--- src/hdl/gifip_pkg.sv ---
// gifip_pkg: shared widths, register indexes and interlace pass tables for
// the GIF interlace pixel placer. No dependencies.

package gifip_pkg;

	localparam int CoordW  = 16;
	localparam int ColW    = 17;
	localparam int AddrW   = 33;
	localparam int PixW    = 8;
	localparam int CfgIdxW = 3;

	localparam logic [CfgIdxW-1:0] REG_IMAGE_LEFT   = 3'd0;
	localparam logic [CfgIdxW-1:0] REG_IMAGE_TOP    = 3'd1;
	localparam logic [CfgIdxW-1:0] REG_IMAGE_WIDTH  = 3'd2;
	localparam logic [CfgIdxW-1:0] REG_IMAGE_HEIGHT = 3'd3;
	localparam logic [CfgIdxW-1:0] REG_ROW_PITCH    = 3'd4;
	localparam logic [CfgIdxW-1:0] REG_INTERLACED   = 3'd5;

	localparam logic [1:0] LAST_PASS = 2'd3;

	typedef struct packed {
		logic [CoordW-1:0] row;
		logic [ColW-1:0]   col;
		logic [1:0]        pass;
		logic              done;
	} place_t;

	function automatic logic [3:0] pass_start(input logic [1:0] p);
		logic [3:0] r;
		unique case (p)
			2'd0: r = 4'd0;
			2'd1: r = 4'd4;
			2'd2: r = 4'd2;
			2'd3: r = 4'd1;
			default: r = 4'd0;
		endcase
		return r;
	endfunction

	function automatic logic [3:0] pass_step(input logic [1:0] p);
		logic [3:0] r;
		unique case (p)
			2'd0: r = 4'd8;
			2'd1: r = 4'd8;
			2'd2: r = 4'd4;
			2'd3: r = 4'd2;
			default: r = 4'd8;
		endcase
		return r;
	endfunction

endpackage

--- src/hdl/gif_interlace_pixel_placer.sv ---
// Path: an accepted pixel is held in stage 1, then in the result register.
// Throughput: one pixel per cycle while the output is not stalled; the row/column/pass counters update in the
// same cycle as the input transfer, the address multiply sits in the next stage.
// Reset: clears counters, pipeline valids and loads register defaults
// (left 0, top 0, width 1, height 1, pitch 1, progressive order).
// Depends on gifip_pkg.

module gif_interlace_pixel_placer (
	input  logic                                 clk,
	input  logic                                 arst_n,
	input  logic                                 cfg_write,
	input  logic [gifip_pkg::CfgIdxW-1:0]        cfg_index,
	input  logic [gifip_pkg::CoordW-1:0]         cfg_data,
	input  logic                                 in_valid,
	output logic                                 in_stall,
	input  logic [gifip_pkg::PixW-1:0]           pixel_value,
	input  logic                                 restart,
	output logic                                 out_valid,
	input  logic                                 out_stall,
	output logic [gifip_pkg::AddrW-1:0]          write_address,
	output logic [gifip_pkg::PixW-1:0]           pixel_out,
	output logic                                 image_complete
);

	logic [gifip_pkg::CoordW-1:0] left_q, top_q, width_q, height_q, pitch_q;
	logic                         interlaced_q;

	gifip_pkg::place_t state_q, cur, nxt;

	logic                         produce;
	logic [gifip_pkg::ColW-1:0]   col_inc, col_end;
	logic [gifip_pkg::ColW-1:0]   r;
	logic [1:0]                   p;
	logic                         fin;

	logic                         accept_in, out_en;

	logic                         valid_s1;
	logic [gifip_pkg::ColW-1:0]   rowsum_s1;
	logic [gifip_pkg::ColW-1:0]   col_s1;
	logic [gifip_pkg::PixW-1:0]   pix_s1;
	logic                         done_s1;

	logic [gifip_pkg::AddrW-1:0]  addr_calc;

	logic                         out_valid_q;
	logic [gifip_pkg::AddrW-1:0]  addr_q;
	logic [gifip_pkg::PixW-1:0]   pix_q;
	logic                         done_q;

	// configuration registers
	always_ff @(posedge clk or negedge arst_n) begin
		if (!arst_n) begin
			left_q       <= '0;
			top_q        <= '0;
			width_q      <= 16'd1;
			height_q     <= 16'd1;
			pitch_q      <= 16'd1;
			interlaced_q <= 1'b0;
		end else if (cfg_write) begin
			unique case (cfg_index)
				gifip_pkg::REG_IMAGE_LEFT:   left_q       <= cfg_data;
				gifip_pkg::REG_IMAGE_TOP:    top_q        <= cfg_data;
				gifip_pkg::REG_IMAGE_WIDTH:  width_q      <= cfg_data;
				gifip_pkg::REG_IMAGE_HEIGHT: height_q     <= cfg_data;
				gifip_pkg::REG_ROW_PITCH:    pitch_q      <= cfg_data;
				gifip_pkg::REG_INTERLACED:   interlaced_q <= cfg_data[0];
				default: ;
			endcase
		end
	end

	// placement counters
	always_comb begin
		if (restart) begin
			cur.row  = '0;
			cur.col  = {1'b0, left_q};
			cur.pass = '0;
			cur.done = 1'b0;
		end else begin
			cur = state_q;
		end

		produce = !cur.done && (cur.row < height_q);
		col_inc = cur.col + 17'd1;
		col_end = {1'b0, left_q} + {1'b0, width_q};
		r       = '0;
		p       = cur.pass;
		fin     = 1'b0;
		nxt     = cur;

		if (produce) begin
			nxt.col = col_inc;
			if (col_inc >= col_end) begin
				nxt.col = {1'b0, left_q};
				if (interlaced_q) begin
					r = {1'b0, cur.row} + {13'd0, gifip_pkg::pass_step(cur.pass)};
					// skip passes whose first row lies beyond the height
					for (int i = 0; i < 4; i++) begin
						if (!fin && (r >= {1'b0, height_q})) begin
							if (p == gifip_pkg::LAST_PASS) begin
								fin = 1'b1;
							end else begin
								p = p + 2'd1;
								r = {13'd0, gifip_pkg::pass_start(p)};
							end
						end
					end
					nxt.pass = p;
					if (fin)
						nxt.done = 1'b1;
					else
						nxt.row = r[gifip_pkg::CoordW-1:0];
				end else begin
					r = {1'b0, cur.row} + 17'd1;
					if (r >= {1'b0, height_q})
						nxt.done = 1'b1;
					else
						nxt.row = r[gifip_pkg::CoordW-1:0];
				end
			end
		end
	end

	assign out_en    = !out_valid_q || !out_stall;
	assign in_stall  = valid_s1 && !out_en;
	assign accept_in = in_valid && !in_stall;

	always_ff @(posedge clk or negedge arst_n) begin
		if (!arst_n) begin
			state_q <= '0;
		end else if (accept_in) begin
			state_q <= nxt;
		end
	end

	// stage 1: row offset, column, pixel
	always_ff @(posedge clk or negedge arst_n) begin
		if (!arst_n) begin
			valid_s1 <= 1'b0;
		end else if (accept_in) begin
			valid_s1 <= produce;
		end else if (out_en) begin
			valid_s1 <= 1'b0;
		end
	end

	always_ff @(posedge clk) begin
		if (accept_in) begin
			rowsum_s1 <= {1'b0, cur.row} + {1'b0, top_q};
			col_s1    <= cur.col;
			pix_s1    <= pixel_value;
			done_s1   <= nxt.done;
		end
	end

	assign addr_calc = gifip_pkg::AddrW'(rowsum_s1) * gifip_pkg::AddrW'(pitch_q)
		+ gifip_pkg::AddrW'(col_s1);

	// result register
	always_ff @(posedge clk or negedge arst_n) begin
		if (!arst_n) begin
			out_valid_q <= 1'b0;
		end else if (out_en) begin
			out_valid_q <= valid_s1;
		end
	end

	always_ff @(posedge clk) begin
		if (out_en && valid_s1) begin
			addr_q <= addr_calc;
			pix_q  <= pix_s1;
			done_q <= done_s1;
		end
	end

	assign out_valid      = out_valid_q;
	assign write_address  = addr_q;
	assign pixel_out      = pix_q;
	assign image_complete = done_q;

endmodule

--- config.mk ---
export PLATFORM = sky130hd
export DESIGN_NAME = gif_interlace_pixel_placer
export DESIGN_NICKNAME = d
export VERILOG_FILES = /design/src/hdl/gifip_pkg.sv /design/src/hdl/gif_interlace_pixel_placer.sv
export SDC_FILE = /design/constraint.sdc
export NUM_CORES = 1
export LEC_CHECK = 0
export ABC_AREA = 1
export BUFFER_PORTS_ARGS = -buffer_cell sky130_fd_sc_hd__buf_2
export CORE_ASPECT_RATIO = 0.5
export CORE_UTILIZATION = 45
export CTS_CLUSTER_DIAMETER = 120
export CTS_CLUSTER_SIZE = 8
export DETAILED_ROUTE_END_ITERATION = 7
export PLACE_DENSITY_LB_ADDON = 0.1
export SLEW_MARGIN = 20
export SYNTH_ARGS = -nofsm -noshare
export SYNTH_HDL_FRONTEND = slang
export SYNTH_SLANG_ARGS = --single-unit
--- constraint.sdc ---
create_clock -name clk -period 8.1 [get_ports clk]
set_clock_uncertainty 0.2 [all_clocks]
set_input_delay 0.81 -clock clk [delete_from_list [all_inputs] [get_ports clk]]
set_output_delay 0.81 -clock clk [all_outputs]
set_load 0.005 [all_outputs]
==> impl_metrics.env, run 1 <==
export IMPL_status="finished, violations left"
export IMPL_violations="negative setup slack"
export IMPL_yosys_top_cells_area="fa_1 20%, ha_1 14%, dfrtp_1 13%"
export IMPL_drt_iter0_drc=1374
export IMPL_rrSetupSlack_ns=-0.63
export IMPL_crit_family="simple AND/OR/NAND/NOR gates"
export IMPL_finalCriticalPeriod_ns=8.752
export IMPL_num_antenna_cells=0
export IMPL_grt_max_degree=70
export IMPL_insertion_delay_ns=0.57
export IMPL_place_congestion=0.9670
export IMPL_synth_warnings=0
export IMPL_synth_area_um2=23190
export IMPL_async_reset_ff_frac=0.5833
export IMPL_period_share=1.080
export IMPL_fillCellCount=4783
export IMPL_slew_headroom=0.3070
export IMPL_critPathBufInv=12
export IMPL_cts_tree="built"
export IMPL_track_usage=0.2479
export IMPL_final_max_slew_viol_count=0
export IMPL_drive_above_1_share=0.1787
export IMPL_postPlaceCellArea_um2=25860
export IMPL_timing_rr_end="state_q[0]$_DFFE_PN0P_"
export IMPL_grt_pass1_wl_um=102100
export IMPL_tightest_slew_ns=1.037
export IMPL_critPathMaxStageDelay_ns=0.28
export IMPL_synth_avg_cell_area_um2=8.038
export IMPL_antenna_left=0
export IMPL_cp_arrival_ns=9.05
export IMPL_clk_path_buf_depth=3
export IMPL_cp_start_kind="input pin"
export IMPL_synth_cells=2885
export IMPL_dr_total_vias=19200
export IMPL_core_area_um2=50580
export IMPL_worst_path_max_delay_cell="ha_4"
export IMPL_required_ns=8.40
export IMPL_dp_hpwl_um=50810
export IMPL_die_height_um=162.5
export IMPL_endpoint="state_q[0]$_DFFE_PN0P_"
export IMPL_routedWlPerCell_um=16.63
export IMPL_io_buffers=76
export IMPL_via_per_inst=4.990
export IMPL_cp_end_kind="flip-flop"
export IMPL_tritoncts_num_buffers=29
export IMPL_clock_sinks=204
export IMPL_rsz0062_at_grt="true"
export IMPL_synth_edf_count=85
export IMPL_cts_htree_levels=1
export IMPL_crit_type="in -> reg"
export IMPL_path_clk_slew_ns=0.06
export IMPL_reg2reg_depth=80
export IMPL_maxCapViolCount=0
export IMPL_synth_commonest_cells="698 x nand2_1, 596 x inv_1, 253 x ha_1, 227 x fa_1, 197 x a21oi_1"
export IMPL_dr_pass1_iters=5
export IMPL_synth_top_area_frac=0.1960
export IMPL_synth_cell_types=59
export IMPL_fmax_ghz=0.1143
export IMPL_grt_overflow_total=0
export IMPL_die_area_um2=52500
export IMPL_ios=77
export IMPL_start_util=0.4584
export IMPL_r2r_start="state_q[2]$_DFFE_PN0P_"
export IMPL_hold_viol_final=0
export IMPL_grt_pass1_vias=18840
export IMPL_min_path_type="in -> async"
export IMPL_critPathMostFrequentCell="nand2_1"
export IMPL_setup_ws_ns=-0.6516
export IMPL_finalWirelength_um=63980
export IMPL_std_cell_rows=58
export IMPL_yosysMostFrequentCell="nand2_1"
export IMPL_synth_ff_type="dfrtp_1"
export IMPL_cts_hold_buf=0
export IMPL_crit_path_start="restart"
export IMPL_fin_area_um2=27580
export IMPL_nets=3647
export IMPL_cts_root_buf="clkbuf_16"
export IMPL_cp_num_cells=80
export IMPL_synth_top_area_cell="fa_1"
export IMPL_area_delta_synth_final_pct=18.94
export IMPL_drc_errors=0
export IMPL_syn_num_nets=3398
export IMPL_crit_fanout=9
export IMPL_grt_antenna_before_repair=0
export IMPL_synth_seq_cells=204
export IMPL_yosysSeqAreaShare=0.2387
export IMPL_setup_violations=20
export IMPL_fp_dieW_um=323.0
-- how the worst min path moves through the flow --
stage                             start                  endpoint  slack [ns]  cells after the start
finish                           arst_n    state_q[2]$_DFFE_PN0P_        0.11                      1
global route                     arst_n    state_q[2]$_DFFE_PN0P_        0.15                      1
CTS                              arst_n    state_q[2]$_DFFE_PN0P_        0.11                      1
detailed placement  pix_s1[0]$_DFFE_PP_    pixel_out[0]$_DFFE_PP_        0.20                      0
global placement    pix_s1[7]$_DFFE_PP_    pixel_out[7]$_DFFE_PP_        0.20                      0
floorplan             done_s1$_DFFE_PP_  image_complete$_DFFE_PP_        0.20                      0
-- flip-flops by register name (all words and copies together), names as in the netlist, 8 cells and up --
name / flops
col_s1: 17
height_q: 16
left_q: 16
pitch_q: 16
pix_s1: 8
pixel_out: 8
rowsum_s1: 17
state_q: 36
top_q: 16
width_q: 16
write_address: 33
-- per-stage QoR --
stage | worst slack, ns | std cells | hold slack (ns) | setup TNS [ns] | util
6_report | -0.6516 | 3847 | 0.1077 | -11.44 | 0.5453
2_1_floorplan | -0.8707 | 2885 | 0.2003 | -16.51 | -
4_1_cts | -0.5889 | 3838 | 0.1149 | -10.77 | 0.5373
5_1_grt | -1.287 | 3847 | 0.1459 | -24.10 | 0.5453
3_3_place_gp | -1.251 | 3754 | 0.2003 | -24.26 | 0.5112
3_5_place_dp | -1.466 | 3754 | 0.2045 | -28.20 | 0.5112
-- cell families (layout without fill, tap and decap cells) --
kind of cell             after synthesis  after routing  share of synthesized area
AO/OA/AOI/OAI                        439            440                     0.1049
XOR/XNOR                              94             94                    0.03550
adder cells (fa/ha/maj)              480            480                     0.3325
buffers and inverters                726            997                     0.1194
flip-flops                           204            204                     0.2387
multiplexers                           1              1                  0.0004317
AND/OR/NAND/NOR                      941            941                     0.1686
-- what timing repair did --
item                                   in CTS  in global routing
pin swaps                                  75                 83
setup buffers                              28                 10
setup endpoints to repair                  20                 20
cloned                                      3                  0
endpoints found under the hold margin       0                  0
resized for setup                          54                 80
-- routing by layer --
metal	vias to the layer above	routed length (um)	share of wire	track usage
li1	9474	-	-	-
met1	9168	31270	0.49	0.3697
met2	472	27680	0.43	0.3837
met4	0	1409	0.022	0.05493
met3	81	3619	0.057	0.03059
met5	-	0	0	0
-- cell type report --
class / count / area, um2 / share of cell area
multi-input cells: 1956 / 15640 / 0.5670
flip-flops and latches: 204 / 5534 / 0.2006
repair buffers: 329 / 2359 / 0.08551
inverters: 613 / 2323 / 0.08424
well taps: 690 / 863.3 / 0.03130
clock buffers: 53 / 837.1 / 0.03035
clock inverters: 1 / 20.02 / 0.0007258
repair inverters: 1 / 7.507 / 0.0002722
-- layout by cell type, fill, tap and decap left out, drive strengths merged --
cell type / netlist / final
nand3: 46 / 46
fa: 227 / 227
nand3b: 2 / 2
inv: 613 / 614
a21boi: 3 / 3
dfrtp: 116 / 116
ha: 253 / 253
edfxtp: 85 / 85
o221a: 1 / 1
or3: 2 / 2
xnor2: 21 / 21
or2: 7 / 7
a31o: 1 / 1
nand4: 19 / 19
nor3: 27 / 27
o21ai: 174 / 175
nor3b: 3 / 3
clkinvlp: 0 / 1
o221ai: 3 / 3
a221oi: 1 / 1
o21bai: 9 / 9
clkbuf: 98 / 53
a31oi: 7 / 7
buf: 15 / 329
mux2i: 1 / 1
o22ai: 12 / 12
a22oi: 1 / 1
a211oi: 2 / 2
nand2: 712 / 712
a21oi: 200 / 200
nor2: 118 / 118
dfstp: 3 / 3
xor2: 73 / 73
o211ai: 9 / 9
nor4: 5 / 5
a21o: 6 / 6
o31ai: 5 / 5
o21a: 5 / 5
Power of run 1 is left out: the tool's default activity adds up to more than one toggle a clock period on the data nets, which glitch-free logic cannot reach.
==> run 2: changes to the inputs <==
==> constraint.sdc (replaced) <==
create_clock -name clk -period 8.1 [get_ports clk]
set_clock_uncertainty 0.2 [all_clocks]
set_input_delay 1.62 -clock clk [delete_from_list [all_inputs] [get_ports clk]]
set_output_delay 1.62 -clock clk [all_outputs]
set_load 0.005 [all_outputs]
==> impl_metrics.env, run 2 (synthesis gave the netlist of run 1 again) <==
export IMPL_final_max_slew_viol_count=0
export IMPL_fp_dieW_um=323.0
export IMPL_core_area_um2=50580
export IMPL_largest_register_ffs=36
export IMPL_fin_hold_ws_ns=0.2139
export IMPL_grt_antenna_before_repair=0
export IMPL_min_path_type="reg -> reg"
export IMPL_top_usage_layer="met2"
export IMPL_track_usage=0.2538
export IMPL_grt_max_degree=73
export IMPL_insertion_delay_ns=0.58
export IMPL_area_delta_synth_final_pct=20.09
export IMPL_slew_headroom=0.2987
export IMPL_start_util=0.4584
export IMPL_use_met1=0.3799
export IMPL_fmax_ghz=0.1047
export IMPL_cts_hold_buf=0
export IMPL_grt_pass1_vias=18880
export IMPL_drt_iter0_drc=1243
export IMPL_cts_root_buf="clkbuf_16"
export IMPL_use_met3=0.03221
export IMPL_clock_sinks=204
export IMPL_finalWirelength_um=65640
export IMPL_clk_path_buf_depth=3
export IMPL_period_share=1.180
export IMPL_dr_pass1_iters=6
export IMPL_cts_tree="built"
export IMPL_die_height_um=162.5
export IMPL_path_clk_slew_ns=0.06
export IMPL_routedWlPerCell_um=16.90
export IMPL_final_core_util=0.5505
export IMPL_hold_viol_final=0
export IMPL_drive_above_1_share=0.1866
export IMPL_grt_pass1_wl_um=103700
export IMPL_nets=3684
export IMPL_place_congestion=0.9489
export IMPL_ios=77
export IMPL_finalCriticalPeriod_ns=9.555
export IMPL_required_ns=8.40
export IMPL_place_inst=3762
export IMPL_cp_end_kind="flip-flop"
export IMPL_met2_usage=0.3978
export IMPL_violations="negative setup slack"
export IMPL_fin_setup_tns_ns=-28.14
export IMPL_num_antenna_cells=0
export IMPL_layout_cells_non_filler=3884
export IMPL_std_cell_rows=58
export IMPL_status="finished, violations left"
export IMPL_antenna_left=0
export IMPL_setup_violations=20
export IMPL_mostFrequentLayoutCell="nand2_1"
export IMPL_grt_overflow_total=0
export IMPL_crit_fanout=6
export IMPL_final_cell_mix="668 x nand2_1, 579 x inv_1, 279 x buf_4"
export IMPL_setup_ws_ns=-1.455
export IMPL_drc_errors=0
export IMPL_cp_arrival_ns=9.85
export IMPL_maxCapViolCount=0
export IMPL_cts_htree_levels=1
export IMPL_dr_total_vias=19450
export IMPL_die_area_um2=52500
export IMPL_cp_start_kind="input pin"
export IMPL_via_per_inst=5.007
export IMPL_critPathMaxStageDelay_ns=0.31
export IMPL_tritoncts_num_buffers=29
export IMPL_crit_type="in -> reg"
export IMPL_io_buffers=76
export IMPL_tightest_slew_ns=1.049
export IMPL_dp_hpwl_um=51410
export IMPL_rsz0062_at_grt="true"
export IMPL_worst_path_max_delay_cell="ha_2"
export IMPL_top_register="state_q"
-- run 2: cell types whose count changed in the layout (fill, tap and decap cells not counted), sizes merged --
cell	before	now
buf	329	365
clkbuf	53	54
-- run 2: metal layers --
| metal | share of wire | wire length (um) |
|---|---|---|
| met1 | 0.49 | 32030 |
| met2 | 0.44 | 28810 |
| met3 | 0.058 | 3789 |
| met4 | 0.015 | 1009 |
| met5 | 0 | 0 |
-- run 2: path summary, 6_finish.rpt --
kind / from / endpoint / slack (ns) / depth (start not counted)
setup / recovery: restart / state_q[23]$_DFFE_PN0P_ / -1.46 / 74
hold / removal: pix_s1[4]$_DFFE_PP_ / pixel_out[4]$_DFFE_PP_ / 0.21 / 0
setup reg to reg: state_q[2]$_DFFE_PN0P_ / state_q[23]$_DFFE_PN0P_ / -0.76 / 75
hold reg to reg: pix_s1[4]$_DFFE_PP_ / pixel_out[4]$_DFFE_PP_ / 0.21 / 0
max in group asynchronous: arst_n / left_q[4]$_DFFE_PN0P_ / 5.32 / 2
min in group asynchronous: arst_n / out_valid$_DFFE_PN0N_ / 0.92 / 1
-- run 2: area by class of cell --
class	count	area (um2)
timing repair buffer	366	2651
fill	4763	22730
multi-input combinational	1956	15620
timing repair inverter	1	7.507
tap	690	863.3
inverter	613	2318
clock inverter	1	20.02
sequential	204	5534
clock buffer	53	837.1
-- run 2: per-stage QoR --
stage | worst slack [ns] | instance area, um2
floorplan | -1.681 | 23460
global placement | -2.020 | 25890
detailed placement | -2.192 | 25890
CTS | -1.167 | 27430
global route | -2.046 | 27850
finish | -1.455 | 27850
-- run 2: worst max-delay path, delay by kind of cell --
family,cells,cell delay [ns]
XOR/XNOR,1,0.17
adder cells (fa/ha/maj),5,1.15
AO/OA/AOI/OAI,11,1.07
AND/OR/NAND/NOR,35,3.32
buffers and inverters,22,2.52
-- run 2: what timing repair did --
| action | 4_1_cts | 5_1_grt |
|---|---|---|
| resized for setup | 61 | 63 |
| setup endpoints to repair | 20 | 20 |
| pin swaps | 57 | 74 |
| buffers inserted | 53 | 12 |
| cloned | 2 | 1 |
Power of run 2 is left out for the same reason.
